[src/hdl/tftp_transfer_controller_defines.svh]
//------------------------------------------------------------------------------
// TFTP transfer controller assertion macros
// Shared concurrent assertion forms, clocked on clk and disabled in reset.
//------------------------------------------------------------------------------
`ifndef TFTP_TRANSFER_CONTROLLER_DEFINES_SVH
`define TFTP_TRANSFER_CONTROLLER_DEFINES_SVH

// same-cycle implication
`define TFTP_ASSERT_SAME(lbl, ante, cons, msg) \
    lbl: assert property (@(posedge clk) disable iff (!rst_n) (ante) |-> (cons)) \
        else $error(msg);

// next-cycle implication
`define TFTP_ASSERT_NEXT(lbl, ante, cons, msg) \
    lbl: assert property (@(posedge clk) disable iff (!rst_n) (ante) |=> (cons)) \
        else $error(msg);

`endif

[src/hdl/tftp_pkg.sv]
//------------------------------------------------------------------------------
// tftp_pkg
// Types, codes and constants of the TFTP transfer controller.
//------------------------------------------------------------------------------
`default_nettype none

package tftp_pkg;

    localparam int unsigned BLOCK_BYTES_DEF = 512;

    localparam int unsigned CMD_W = 3;
    localparam int unsigned LEN_W = 10;
    localparam int unsigned OPC_W = 16;
    localparam int unsigned BLK_W = 16;
    localparam int unsigned RTY_W = 4;
    localparam int unsigned SOP_W = 3;
    localparam int unsigned ERR_W = 3;
    localparam int unsigned STS_W = 3;

    localparam int unsigned S_TDATA_W = 56;
    localparam int unsigned M_TDATA_W = 48;

    localparam logic [RTY_W-1:0] RETRY_MAX_RST = 4'd5;
    localparam logic [LEN_W-1:0] HDR_BYTES     = 10'd4;

    typedef enum logic [CMD_W-1:0] {
        CMD_OPEN_RD = 3'd0,
        CMD_OPEN_WR = 3'd1,
        CMD_PKT     = 3'd2,
        CMD_TIMEOUT = 3'd3,
        CMD_ILLEGAL = 3'd4
    } cmd_t;

    // received opcodes
    localparam logic [OPC_W-1:0] RX_OP_DATA = 16'd3;
    localparam logic [OPC_W-1:0] RX_OP_ACK  = 16'd4;

    // transmitted opcodes
    localparam logic [SOP_W-1:0] OP_NONE  = 3'd0;
    localparam logic [SOP_W-1:0] OP_DATA  = 3'd3;
    localparam logic [SOP_W-1:0] OP_ACK   = 3'd4;
    localparam logic [SOP_W-1:0] OP_ERROR = 3'd5;

    localparam logic [ERR_W-1:0] ERR_NONE      = 3'd0;
    localparam logic [ERR_W-1:0] ERR_NOT_FOUND = 3'd1;
    localparam logic [ERR_W-1:0] ERR_NO_CREATE = 3'd2;
    localparam logic [ERR_W-1:0] ERR_ILLEGAL   = 3'd4;

    localparam logic [STS_W-1:0] ST_IDLE    = 3'd0;
    localparam logic [STS_W-1:0] ST_READING = 3'd1;
    localparam logic [STS_W-1:0] ST_WRITING = 3'd2;
    localparam logic [STS_W-1:0] ST_DONE    = 3'd3;
    localparam logic [STS_W-1:0] ST_ABORT   = 3'd4;
    localparam logic [STS_W-1:0] ST_REJECT  = 3'd5;

    typedef enum logic [2:0] {
        MODE_IDLE  = 3'b001,
        MODE_READ  = 3'b010,
        MODE_WRITE = 3'b100
    } mode_t;

    typedef struct packed {
        cmd_t             command;
        logic             file_ok;
        logic [LEN_W-1:0] chunk_length;
        logic [OPC_W-1:0] pkt_opcode;
        logic [BLK_W-1:0] pkt_block;
        logic [LEN_W-1:0] pkt_length;
    } item_t;

    typedef struct packed {
        logic             send_valid;
        logic [SOP_W-1:0] send_opcode;
        logic [BLK_W-1:0] send_block;
        logic [LEN_W-1:0] send_length;
        logic [ERR_W-1:0] err_code;
        logic             write_payload;
        logic [LEN_W-1:0] payload_length;
        logic [STS_W-1:0] status;
    } result_t;

endpackage

`default_nettype wire

[src/hdl/tftp_core.sv]
//------------------------------------------------------------------------------
// tftp_core
// Session state and combinational event decode of the TFTP transfer controller.
//------------------------------------------------------------------------------
`default_nettype none

module tftp_core
    import tftp_pkg::*;
#(
    parameter int unsigned BLOCK_BYTES = BLOCK_BYTES_DEF
)
(
    input  wire logic             clk,
    input  wire logic             rst_n,
    input  wire logic             step,
    input  wire item_t            item,
    input  wire logic [RTY_W-1:0] retry_max,
    output result_t               res
);

    localparam int unsigned BB_W = $clog2(BLOCK_BYTES + 1);
    localparam int unsigned CW   = (BB_W > LEN_W) ? BB_W : LEN_W;
    localparam logic [CW-1:0]    BLK_LIM   = CW'(BLOCK_BYTES);
    localparam logic [LEN_W-1:0] BLK_CLAMP = LEN_W'(BLOCK_BYTES);

    mode_t            mode_reg,  mode_next;
    logic [BLK_W-1:0] blk_reg,   blk_next;
    logic [RTY_W-1:0] retry_reg, retry_next;
    logic [LEN_W-1:0] last_reg,  last_next;

    logic [LEN_W-1:0] chunk_c;
    logic [LEN_W-1:0] pay_raw;
    logic             pay_full;
    logic [BLK_W-1:0] blk_inc;
    logic             hdr_ok;

    assign chunk_c  = (CW'(item.chunk_length) > BLK_LIM) ? BLK_CLAMP : item.chunk_length;
    assign pay_raw  = item.pkt_length - HDR_BYTES;
    assign pay_full = CW'(pay_raw) >= BLK_LIM;
    assign blk_inc  = blk_reg + BLK_W'(1);
    assign hdr_ok   = (item.pkt_length >= HDR_BYTES) && (item.pkt_block == blk_reg);

    always_comb
    begin
        mode_next  = mode_reg;
        blk_next   = blk_reg;
        retry_next = retry_reg;
        last_next  = last_reg;
        res        = '0;
        unique case (mode_reg)
            MODE_READ:
            begin
                res.status = ST_READING;
                unique case (item.command)
                    CMD_PKT:
                    begin
                        if (hdr_ok && item.pkt_opcode == RX_OP_ACK)
                        begin
                            if (CW'(last_reg) < BLK_LIM)
                            begin
                                mode_next  = MODE_IDLE;
                                res.status = ST_DONE;
                            end
                            else
                            begin
                                blk_next        = blk_inc;
                                retry_next      = '0;
                                last_next       = chunk_c;
                                res.send_valid  = 1'b1;
                                res.send_opcode = OP_DATA;
                                res.send_block  = blk_inc;
                                res.send_length = chunk_c + HDR_BYTES;
                            end
                        end
                    end
                    CMD_TIMEOUT:
                    begin
                        if (retry_reg < retry_max)
                        begin
                            retry_next      = retry_reg + RTY_W'(1);
                            res.send_valid  = 1'b1;
                            res.send_opcode = OP_DATA;
                            res.send_block  = blk_reg;
                            res.send_length = last_reg + HDR_BYTES;
                        end
                        else
                        begin
                            mode_next  = MODE_IDLE;
                            res.status = ST_ABORT;
                        end
                    end
                    default:
                    begin
                    end
                endcase
            end
            MODE_WRITE:
            begin
                res.status = ST_WRITING;
                unique case (item.command)
                    CMD_PKT:
                    begin
                        if (hdr_ok && item.pkt_opcode == RX_OP_DATA)
                        begin
                            res.send_valid     = 1'b1;
                            res.send_opcode    = OP_ACK;
                            res.send_block     = blk_reg;
                            res.send_length    = HDR_BYTES;
                            res.write_payload  = 1'b1;
                            res.payload_length = pay_full ? BLK_CLAMP : pay_raw;
                            if (pay_full)
                            begin
                                blk_next = blk_inc;
                            end
                            else
                            begin
                                mode_next  = MODE_IDLE;
                                res.status = ST_DONE;
                            end
                        end
                    end
                    CMD_TIMEOUT:
                    begin
                        mode_next  = MODE_IDLE;
                        res.status = ST_ABORT;
                    end
                    default:
                    begin
                    end
                endcase
            end
            default:
            begin
                res.status = ST_IDLE;
                unique case (item.command)
                    CMD_OPEN_RD:
                    begin
                        res.send_valid = 1'b1;
                        if (item.file_ok)
                        begin
                            mode_next       = MODE_READ;
                            blk_next        = BLK_W'(1);
                            retry_next      = '0;
                            last_next       = chunk_c;
                            res.send_opcode = OP_DATA;
                            res.send_block  = BLK_W'(1);
                            res.send_length = chunk_c + HDR_BYTES;
                            res.status      = ST_READING;
                        end
                        else
                        begin
                            res.send_opcode = OP_ERROR;
                            res.err_code    = ERR_NOT_FOUND;
                            res.status      = ST_REJECT;
                        end
                    end
                    CMD_OPEN_WR:
                    begin
                        res.send_valid = 1'b1;
                        if (item.file_ok)
                        begin
                            mode_next       = MODE_WRITE;
                            blk_next        = BLK_W'(1);
                            retry_next      = '0;
                            res.send_opcode = OP_ACK;
                            res.send_length = HDR_BYTES;
                            res.status      = ST_WRITING;
                        end
                        else
                        begin
                            res.send_opcode = OP_ERROR;
                            res.err_code    = ERR_NO_CREATE;
                            res.status      = ST_REJECT;
                        end
                    end
                    CMD_ILLEGAL:
                    begin
                        res.send_valid  = 1'b1;
                        res.send_opcode = OP_ERROR;
                        res.err_code    = ERR_ILLEGAL;
                        res.status      = ST_REJECT;
                    end
                    default:
                    begin
                    end
                endcase
            end
        endcase
    end

    always_ff @(posedge clk or negedge rst_n)
    begin
        if (!rst_n)
        begin
            mode_reg  <= MODE_IDLE;
            blk_reg   <= '0;
            retry_reg <= '0;
            last_reg  <= '0;
        end
        else if (step)
        begin
            mode_reg  <= mode_next;
            blk_reg   <= blk_next;
            retry_reg <= retry_next;
            last_reg  <= last_next;
        end
    end

endmodule

`default_nettype wire

[src/hdl/tftp_transfer_controller.sv]
//------------------------------------------------------------------------------
// tftp_transfer_controller
// Stop-and-wait TFTP session controller, one event item in, one result item out.
//
//  channel  dir  handshake                tdata / tuser
//  s_axis   in   s_tvalid / s_tready      event fields / command
//  m_axis   out  m_tvalid / m_tready      result fields
//  cfg      in   cfg_valid / cfg_ready    retry limit
//
//  One item per cycle sustained while m_tready is high; an input register and a
//  result register, the event decode sits between them.
//  Reset: session idle, retry limit 5, both stages empty.
//  A stalled result holds the input stage; s_tready drops only when both are full.
//  cfg_ready is always high.
//------------------------------------------------------------------------------
`default_nettype none

`include "tftp_transfer_controller_defines.svh"

module tftp_transfer_controller
    import tftp_pkg::*;
#(
    parameter int unsigned BLOCK_BYTES = BLOCK_BYTES_DEF
)
(
    input  wire logic                 clk,
    input  wire logic                 rst_n,
    input  wire logic                 s_tvalid,
    output logic                      s_tready,
    // file_ok, chunk_length, pkt_opcode, pkt_block, pkt_length, zero pad
    input  wire logic [S_TDATA_W-1:0] s_tdata,
    // command
    input  wire logic [CMD_W-1:0]     s_tuser,
    output logic                      m_tvalid,
    input  wire logic                 m_tready,
    // send_valid, send_opcode, send_block, send_length, err_code,
    // write_payload, payload_length, status, zero pad
    output logic [M_TDATA_W-1:0]      m_tdata,
    input  wire logic                 cfg_valid,
    output logic                      cfg_ready,
    input  wire logic [RTY_W-1:0]     cfg_data
);

    logic             in_valid_reg;
    item_t            in_item_reg;
    logic             out_valid_reg;
    result_t          out_res_reg;
    logic [RTY_W-1:0] retry_max_reg;
    logic             advance;
    item_t            s_item;
    result_t          core_res;

    assign s_item.command      = cmd_t'(s_tuser);
    assign s_item.file_ok      = s_tdata[0];
    assign s_item.chunk_length = s_tdata[10:1];
    assign s_item.pkt_opcode   = s_tdata[26:11];
    assign s_item.pkt_block    = s_tdata[42:27];
    assign s_item.pkt_length   = s_tdata[52:43];

    assign advance   = in_valid_reg && (!out_valid_reg || m_tready);
    assign s_tready  = !in_valid_reg || advance;
    assign cfg_ready = 1'b1;
    assign m_tvalid  = out_valid_reg;
    assign m_tdata   = {1'b0, out_res_reg.status, out_res_reg.payload_length,
                        out_res_reg.write_payload, out_res_reg.err_code,
                        out_res_reg.send_length, out_res_reg.send_block,
                        out_res_reg.send_opcode, out_res_reg.send_valid};

    tftp_core #(
        .BLOCK_BYTES (BLOCK_BYTES)
    ) u_core (
        .clk         (clk),
        .rst_n       (rst_n),
        .step        (advance),
        .item        (in_item_reg),
        .retry_max   (retry_max_reg),
        .res         (core_res)
    );

    always_ff @(posedge clk or negedge rst_n)
    begin
        if (!rst_n)
        begin
            in_valid_reg  <= 1'b0;
            out_valid_reg <= 1'b0;
            retry_max_reg <= RETRY_MAX_RST;
        end
        else
        begin
            if (s_tvalid && s_tready)
            begin
                in_valid_reg <= 1'b1;
            end
            else if (advance)
            begin
                in_valid_reg <= 1'b0;
            end
            if (advance)
            begin
                out_valid_reg <= 1'b1;
            end
            else if (m_tready)
            begin
                out_valid_reg <= 1'b0;
            end
            if (cfg_valid && cfg_ready)
            begin
                retry_max_reg <= cfg_data;
            end
        end
    end

    always_ff @(posedge clk)
    begin
        if (s_tvalid && s_tready)
        begin
            in_item_reg <= s_item;
        end
        if (advance)
        begin
            out_res_reg <= core_res;
        end
    end

    `TFTP_ASSERT_SAME(a_wr_is_ack, out_valid_reg && out_res_reg.write_payload, out_res_reg.send_opcode == OP_ACK, "payload write without ACK")
    `TFTP_ASSERT_SAME(a_err_is_error, out_valid_reg && (out_res_reg.err_code != ERR_NONE), out_res_reg.send_opcode == OP_ERROR, "error code outside ERROR")
    `TFTP_ASSERT_SAME(a_nosend_clear, out_valid_reg && !out_res_reg.send_valid, out_res_reg.send_opcode == OP_NONE, "opcode set with no send")
    `TFTP_ASSERT_NEXT(a_stall_holds, in_valid_reg && out_valid_reg && !m_tready, in_valid_reg && out_valid_reg, "stalled item dropped")
    `TFTP_ASSERT_NEXT(a_accept_fills, s_tvalid && s_tready && !advance, in_valid_reg, "accepted item lost")

endmodule

`default_nettype wire

[config.mk]
export PLATFORM = sky130hd
export DESIGN_NAME = tftp_transfer_controller
export DESIGN_NICKNAME = d
export VERILOG_FILES = /design/src/hdl/tftp_pkg.sv /design/src/hdl/tftp_core.sv /design/src/hdl/tftp_transfer_controller.sv
export VERILOG_INCLUDE_DIRS = /design/src /design/src/hdl
export SDC_FILE = /design/constraint.sdc
export NUM_CORES = 1
export LEC_CHECK = 0
export BUFFER_PORTS_ARGS = -buffer_cell sky130_fd_sc_hd__buf_4
export CORE_UTILIZATION = 50
export CTS_BUF_LIST = sky130_fd_sc_hd__clkbuf_2
export DETAILED_ROUTE_END_ITERATION = 10
export GPL_ROUTABILITY_DRIVEN = 0
export GPL_TIMING_DRIVEN = 0
export PLACE_DENSITY = 0.78
export SETUP_SLACK_MARGIN = 0.02
export SLEW_MARGIN = 10
export SYNTH_ARGS = -nofsm -noshare
export SYNTH_HDL_FRONTEND = slang
export SYNTH_SLANG_ARGS = --single-unit
export TNS_END_PERCENT = 5
[constraint.sdc]
create_clock -name clk -period 3.3 [get_ports clk]
set_clock_uncertainty 0.2 [all_clocks]
set_input_delay 0.33 -clock clk [delete_from_list [all_inputs] [get_ports clk]]
set_output_delay 0.33 -clock clk [all_outputs]
set_load 0.02 [all_outputs]
* Yosys cells after proc, flatten, opt, wreduce, memory -nomap -nowiden
Index checks and enable logic that the tools add are counted.
W data, S select, Z words.
** Cells by class
- Add/subtract/negate cells :: 5
- Equal/unequal tests :: 26
- Reduce and logical (&&, ||, !) cells :: 27
- Multiplexer cells :: 67
- Bitwise logic cells :: 3
- Magnitude comparators :: 5
** Operators with widths (number)
- $mux W30 :: 5
- $mux W16 :: 8
- $pmux W30 S2 :: 2
- $mux W10 :: 7
- $pmux W3 S2 :: 7
- $pmux W10 S2 :: 2
- $mux W3 :: 13
- $pmux W16 S2 :: 1
- $add A10 B3 Y10 const B :: 2
- $mux W4 :: 5
- $pmux W3 S3 :: 2
- $add A16 B1 Y16 const B :: 1
- $eq A16 B16 Y1 :: 1
- $eq A16 B2 Y1 const B :: 1
- $eq A16 B3 Y1 const B :: 1
- $pmux W4 S2 :: 2
- $ne A3 B3 Y1 const B :: 5
- $mux W14 :: 1
- $ne A3 B2 Y1 const B :: 4
- $pmux W4 S3 :: 1
- $mux W11 :: 1
- $reduce_and A11 Y1 :: 1
- $ge A10 B10 Y1 const B :: 1
- $ge A10 B3 Y1 const B :: 1
- 28 further kinds :: 58
** Word-level totals
- Input bits :: 68
- Word-level logic and storage cells :: 155
- Register bits after elaboration :: 142
- Output and inout bits :: 51

* Logic depth before layout (Yosys ltp)
- Depth in word-level cells :: 7
- Depth in mapped cells :: 11
- Depth with buffers taken out :: 9

* Hierarchy
From an unflattened synthesis, not the netlist that was laid out.
** Second synthesis, totals
- Cells, all modules :: 558
- Area total of the unflattened synthesis :: 6872.8 sq um
** Modules (own cells, without submodules)
- tftp_core :: area an instance 3508.4 sq um, instances 1, sequential area each 827.0 sq um, cells an instance 435
- tftp_transfer_controller :: area an instance 3364.5 sq um, instances 1, sequential area each 3245.6 sq um, cells an instance 123

* Worst setup path after synthesis
Ideal clock, no wire load.
- Path type :: register -> register
- Start point :: register out_valid_reg, in the netlist m_tvalid
- End point :: register out_res_reg (netlist bit m_tdata[0]) (enable)
- Buffers on the path :: 0
- Stages on the path, launching flop included :: 3
- Required time :: 2.649 ns
- Setup time :: 0.451 ns
- Clock period less this slack :: 3.250 ns
- Slack :: 0.050 ns
- Arrival :: 2.599 ns
- Cells stage by stage :: dfrtp_1 nor2b_1 nor2_1
** On the way
- Longest elaborated chain between the ends :: 3
** Ends and longest elaborated chain
- start: declaration :: line tftp_transfer_controller.sv:46 : logic out_valid_reg;
- start signal: assignment :: line tftp_transfer_controller.sv:85 : out_valid_reg <= 1'b0;
- start signal: assignment :: line tftp_transfer_controller.sv:100 : out_valid_reg <= 1'b1;
- start signal: assignment :: line tftp_transfer_controller.sv:104 : out_valid_reg <= 1'b0;
- $logic_not A1 Y1 :: line tftp_transfer_controller.sv:60 : assign advance = in_valid_reg && (!out_valid_reg || m_tready);
- $logic_or A1 B1 Y1 :: line tftp_transfer_controller.sv:60
- $logic_and A1 B1 Y1 :: line tftp_transfer_controller.sv:60
- net advance :: line tftp_transfer_controller.sv:49 : logic advance;
- end signal: assignment :: line tftp_transfer_controller.sv:121 : out_res_reg <= core_res;
- end: declaration :: line tftp_transfer_controller.sv:47 : result_t out_res_reg;
The timed path passes the listed nets, and every way through them passes these cells.
A chain may end at the register's enable or synchronous reset.

* Final worst setup path
- Start point :: register in_item_reg[3] (netlist name)
- End point :: register u_core.blk_reg[11]
** On the way
- Longest elaborated chain between the ends :: 5
- Elaborated cells between the ends (all ways) :: 10
- Those cells by class :: add/sub (1); order compare (2); eq/ne (3); reduce/logical (4)
** Ends and longest elaborated chain
- start: declaration :: line tftp_transfer_controller.sv:45 : item_t in_item_reg;
- start signal: assignment :: line tftp_transfer_controller.sv:117 : in_item_reg <= s_item;
- branches (longest 4 deep; another with $sub A10 B3 Y10)
- $reduce_and A9 Y1 (no source line) *
- end signal: assignment :: line tftp_core.sv:203 : blk_reg <= blk_next;
- end: declaration :: line tftp_core.sv:27 : logic [BLK_W-1:0] blk_reg, blk_next;
Every way passes the cells marked *.

==> impl_metrics.tcl <==
set metrics [dict create \
    path_class "register to register" \
    maxSlewViolCount 0 \
    port_buffers 113 \
    power.density_nw_per_um2 475 \
    timing.rr.start "in_item_reg[3]" \
    maxCapViolCount 0 \
    synthesis.nets 634 \
    start_util_pct 51.6 \
    power_frac_comb_pct 23.4 \
    cts_htree_levels 4 \
    dp_slack_ns -0.215 \
    synth_area_um2 6560 \
    clk_pin_slew_ns 0.22 \
    yosys_warnings 0 \
    rsz0062_at_grt "yes" \
    hold_viol 0 \
    fin_cells 946 \
    avgSynthCellArea_um2 11.8 \
    fmax_mhz 306 \
    hold_path_class "input port to register" \
    p_int_mw 2.83 \
    synth_top_area_cell "edfxtp_1" \
    multi_input_area_um2 2350 \
    largest_reg_flops 56 \
    hpwl_mm 10.5 \
    setup_violations 0 \
    root_buffer "clkbuf_2" \
    synthArstFlopShare_pct 27.5 \
    leakagePower_nw 3.44 \
    num_antenna_cells 0 \
    grt_pass1_wl_mm 25.2 \
    rows 41 \
    synth_edf_count 103 \
    cts_sinks 142 \
    fin_nets 838 \
    via_per_inst 5.49 \
    grt_pass1_vias 5162 \
    p_seq_share_pct 55.4 \
    drtIter0Drc 597 \
    dr.pass1.iters 5 \
    drtAntennaViolNets 0 \
    setup_tns_ns 0 \
    cts_tree "done" \
    netlist.area_leader.share_pct 47.2 \
    synth.distinct_cells 54 \
    ys_ff_latch 142 \
    p_switching_mw 1.27 \
    core_um2 12700 \
    routed_wl_mm 15.7 \
    post_drt_wl_per_cell_um 16.6 \
    swShare_pct 31.0 \
    drc_errors 0 \
    startpoint "in_item_reg[3]" \
    start_kind "register" \
    ir_worst_vdd_mv 0.290 \
    antenna_found_initial 0 \
    ys_seq_area_share_pct 62.1 \
    path_max_fanout 10 \
    synthCells 557 \
    dieArea_um2 13600 \
    placed_area_um2 7690 \
    ioPinCount 119 \
    fillers 943 \
    cp_data_required_time_ns 3.70 \
    clk_latency_ns 0.71 \
    die_y_um 117 \
    area_delta_synth_final_pct 31.5 \
    die_w_um 117 \
    final.min_clock_period_ns 3.27 \
    cp-end-kind "register" \
    arrival_ns 3.67 \
    track_usage_pct 24.7 \
    vias 5190 \
    setup_slack_ns 0.0346 \
    numCtsBuffers 17 \
    hp-start "s_tdata[4]" \
    dp_cells 844 \
    drive_gt1_share_pct 24.5 \
    synth.area.top_cells "edfxtp_1, dfrtp_1, o21ai_0" \
    final_area_um2 8620 \
    holdWs_ns 0.119 \
    synthFlopType "edfxtp_1" \
    period_share_pct 99.0 \
    regArea_um2 4070 \
    overflow 0 \
    worst_pin_slew_ns 0.914 \
    p_clk_share_pct 21.2 \
    clk_path_buf_depth 2 \
    status "finished clean" \
    slew-limit-headroom_pct 39.0 \
    grt_max_degree 37 \
]
[final timing paths]
| path | to | slack, ns | cells past startpoint |
|---|---|---|---|
| worst max register to register | u_core.blk_reg[11] | 0.03 | 11 |
| max in group asynchronous | u_core.blk_reg[12] | 2.17 | 4 |
| worst max-delay path | u_core.blk_reg[11] | 0.03 | 11 |
| min in group asynchronous | u_core.last_reg[1] | 0.50 | 4 |
| worst min-delay path | in_item_reg[45] | 0.12 | 2 |
| worst min register to register | u_core.retry_reg[3] | 0.32 | 1 |
[synth_stat cells, types with 9 or more instances]
library cell / n
nand3_1: 25
edfxtp_1: 103
dfrtp_1: 36
ha_1: 9
xor2_1: 27
nor2b_1: 11
nand2b_1: 12
clkbuf_1: 16
nand2_1: 48
o21ai_0: 59
o31ai_1: 23
o22ai_1: 16
inv_1: 13
nor2_1: 51
and3_1: 10
[layout by cell type (no fill, tap or decap), types with 13 or more instances in the layout]
cell,netlist,routed
buf_4,2,116
edfxtp_1,103,103
dlygate4sd3_1,0,68
o21ai_0,59,59
nor2_1,51,50
nand2_1,48,47
dfrtp_1,36,36
xor2_1,27,27
nand3_1,25,24
clkbuf_2,0,24
o31ai_1,23,21
o22ai_1,16,16
clkbuf_1,16,13
[per-stage QoR]
stage	util (%)	power, mW
2_1_floorplan	-	2.85
3_3_place_gp	59.9	3.12
3_5_place_dp	60.4	3.17
4_1_cts	67.4	4.09
5_1_grt	67.8	4.30
6_report	67.8	4.10
[timing repair]
| action | 4_1_cts | 5_1_grt |
|---|---|---|
| pin swaps | 0 | 1 |
| buffers inserted | 0 | 1 |
| hold buffers | 69 | 0 |
| setup endpoints to repair | 11 | 38 |
| gates resized for setup | 2 | 14 |
| endpoints found under the hold margin | 101 | 0 |
[final cells by class]
class / instances / area share (%)
buffer: 24 / 1.58
multi-input combinational: 378 / 27.3
inverter: 13 / 0.566
timing repair buffer: 185 / 18.7
clock inverter: 10 / 0.885
clock buffer: 22 / 1.28
tap: 172 / 2.50
sequential: 142 / 47.2
[power groups by stage]
stage | logic [mW] | clock network, mW | registers (mW)
3_3_place_gp | 0.820 | 0 | 2.30
3_5_place_dp | 0.864 | 0 | 2.31
6_report | 0.957 | 0.869 | 2.27
4_1_cts | 0.938 | 0.886 | 2.27
2_1_floorplan | 0.501 | 0 | 2.35
5_1_grt | 1.05 | 0.956 | 2.30
[critical path, stage by stage, from the launching register on]
cell,delay [ns]
edfxtp_1,0.48
inv_2,0.09
ha_1,0.16
or3b_2,0.45
nand4_1,0.22
and3_4,0.25
nand3_4,0.09
a211o_4,0.39
or3_1,0.37
buf_6,0.14
buf_6,0.14
o31ai_2,0.21
[layer usage]
metal / vias up / wire length, um / part of all wire (%) / global-route usage (%)
li1: 2458 / - / - / -
met1: 2443 / 6640 / 42 / 32.2
met2: 264 / 7590 / 48 / 40.9
met3: 25 / 1220 / 7.8 / 5.24
met4: 0 / 229 / 1.5 / 9.11
met5: - / 0 / 0 / 0
[cells by family after synthesis]
| group | count (synthesis) | synth area share (%) |
|---|---|---|
| multiplexers | 7 | 1.20 |
| other | 2 | 0.115 |
| adder cells (fa/ha/maj) | 9 | 1.72 |
| AO/OA/AOI/OAI | 122 | 11.6 |
| buffers and inverters | 37 | 2.73 |
| AND/OR/NAND/NOR | 204 | 16.0 |
| XOR/XNOR | 34 | 4.54 |
| flip-flops | 142 | 62.1 |
Power figures use the tool's default switching activity.
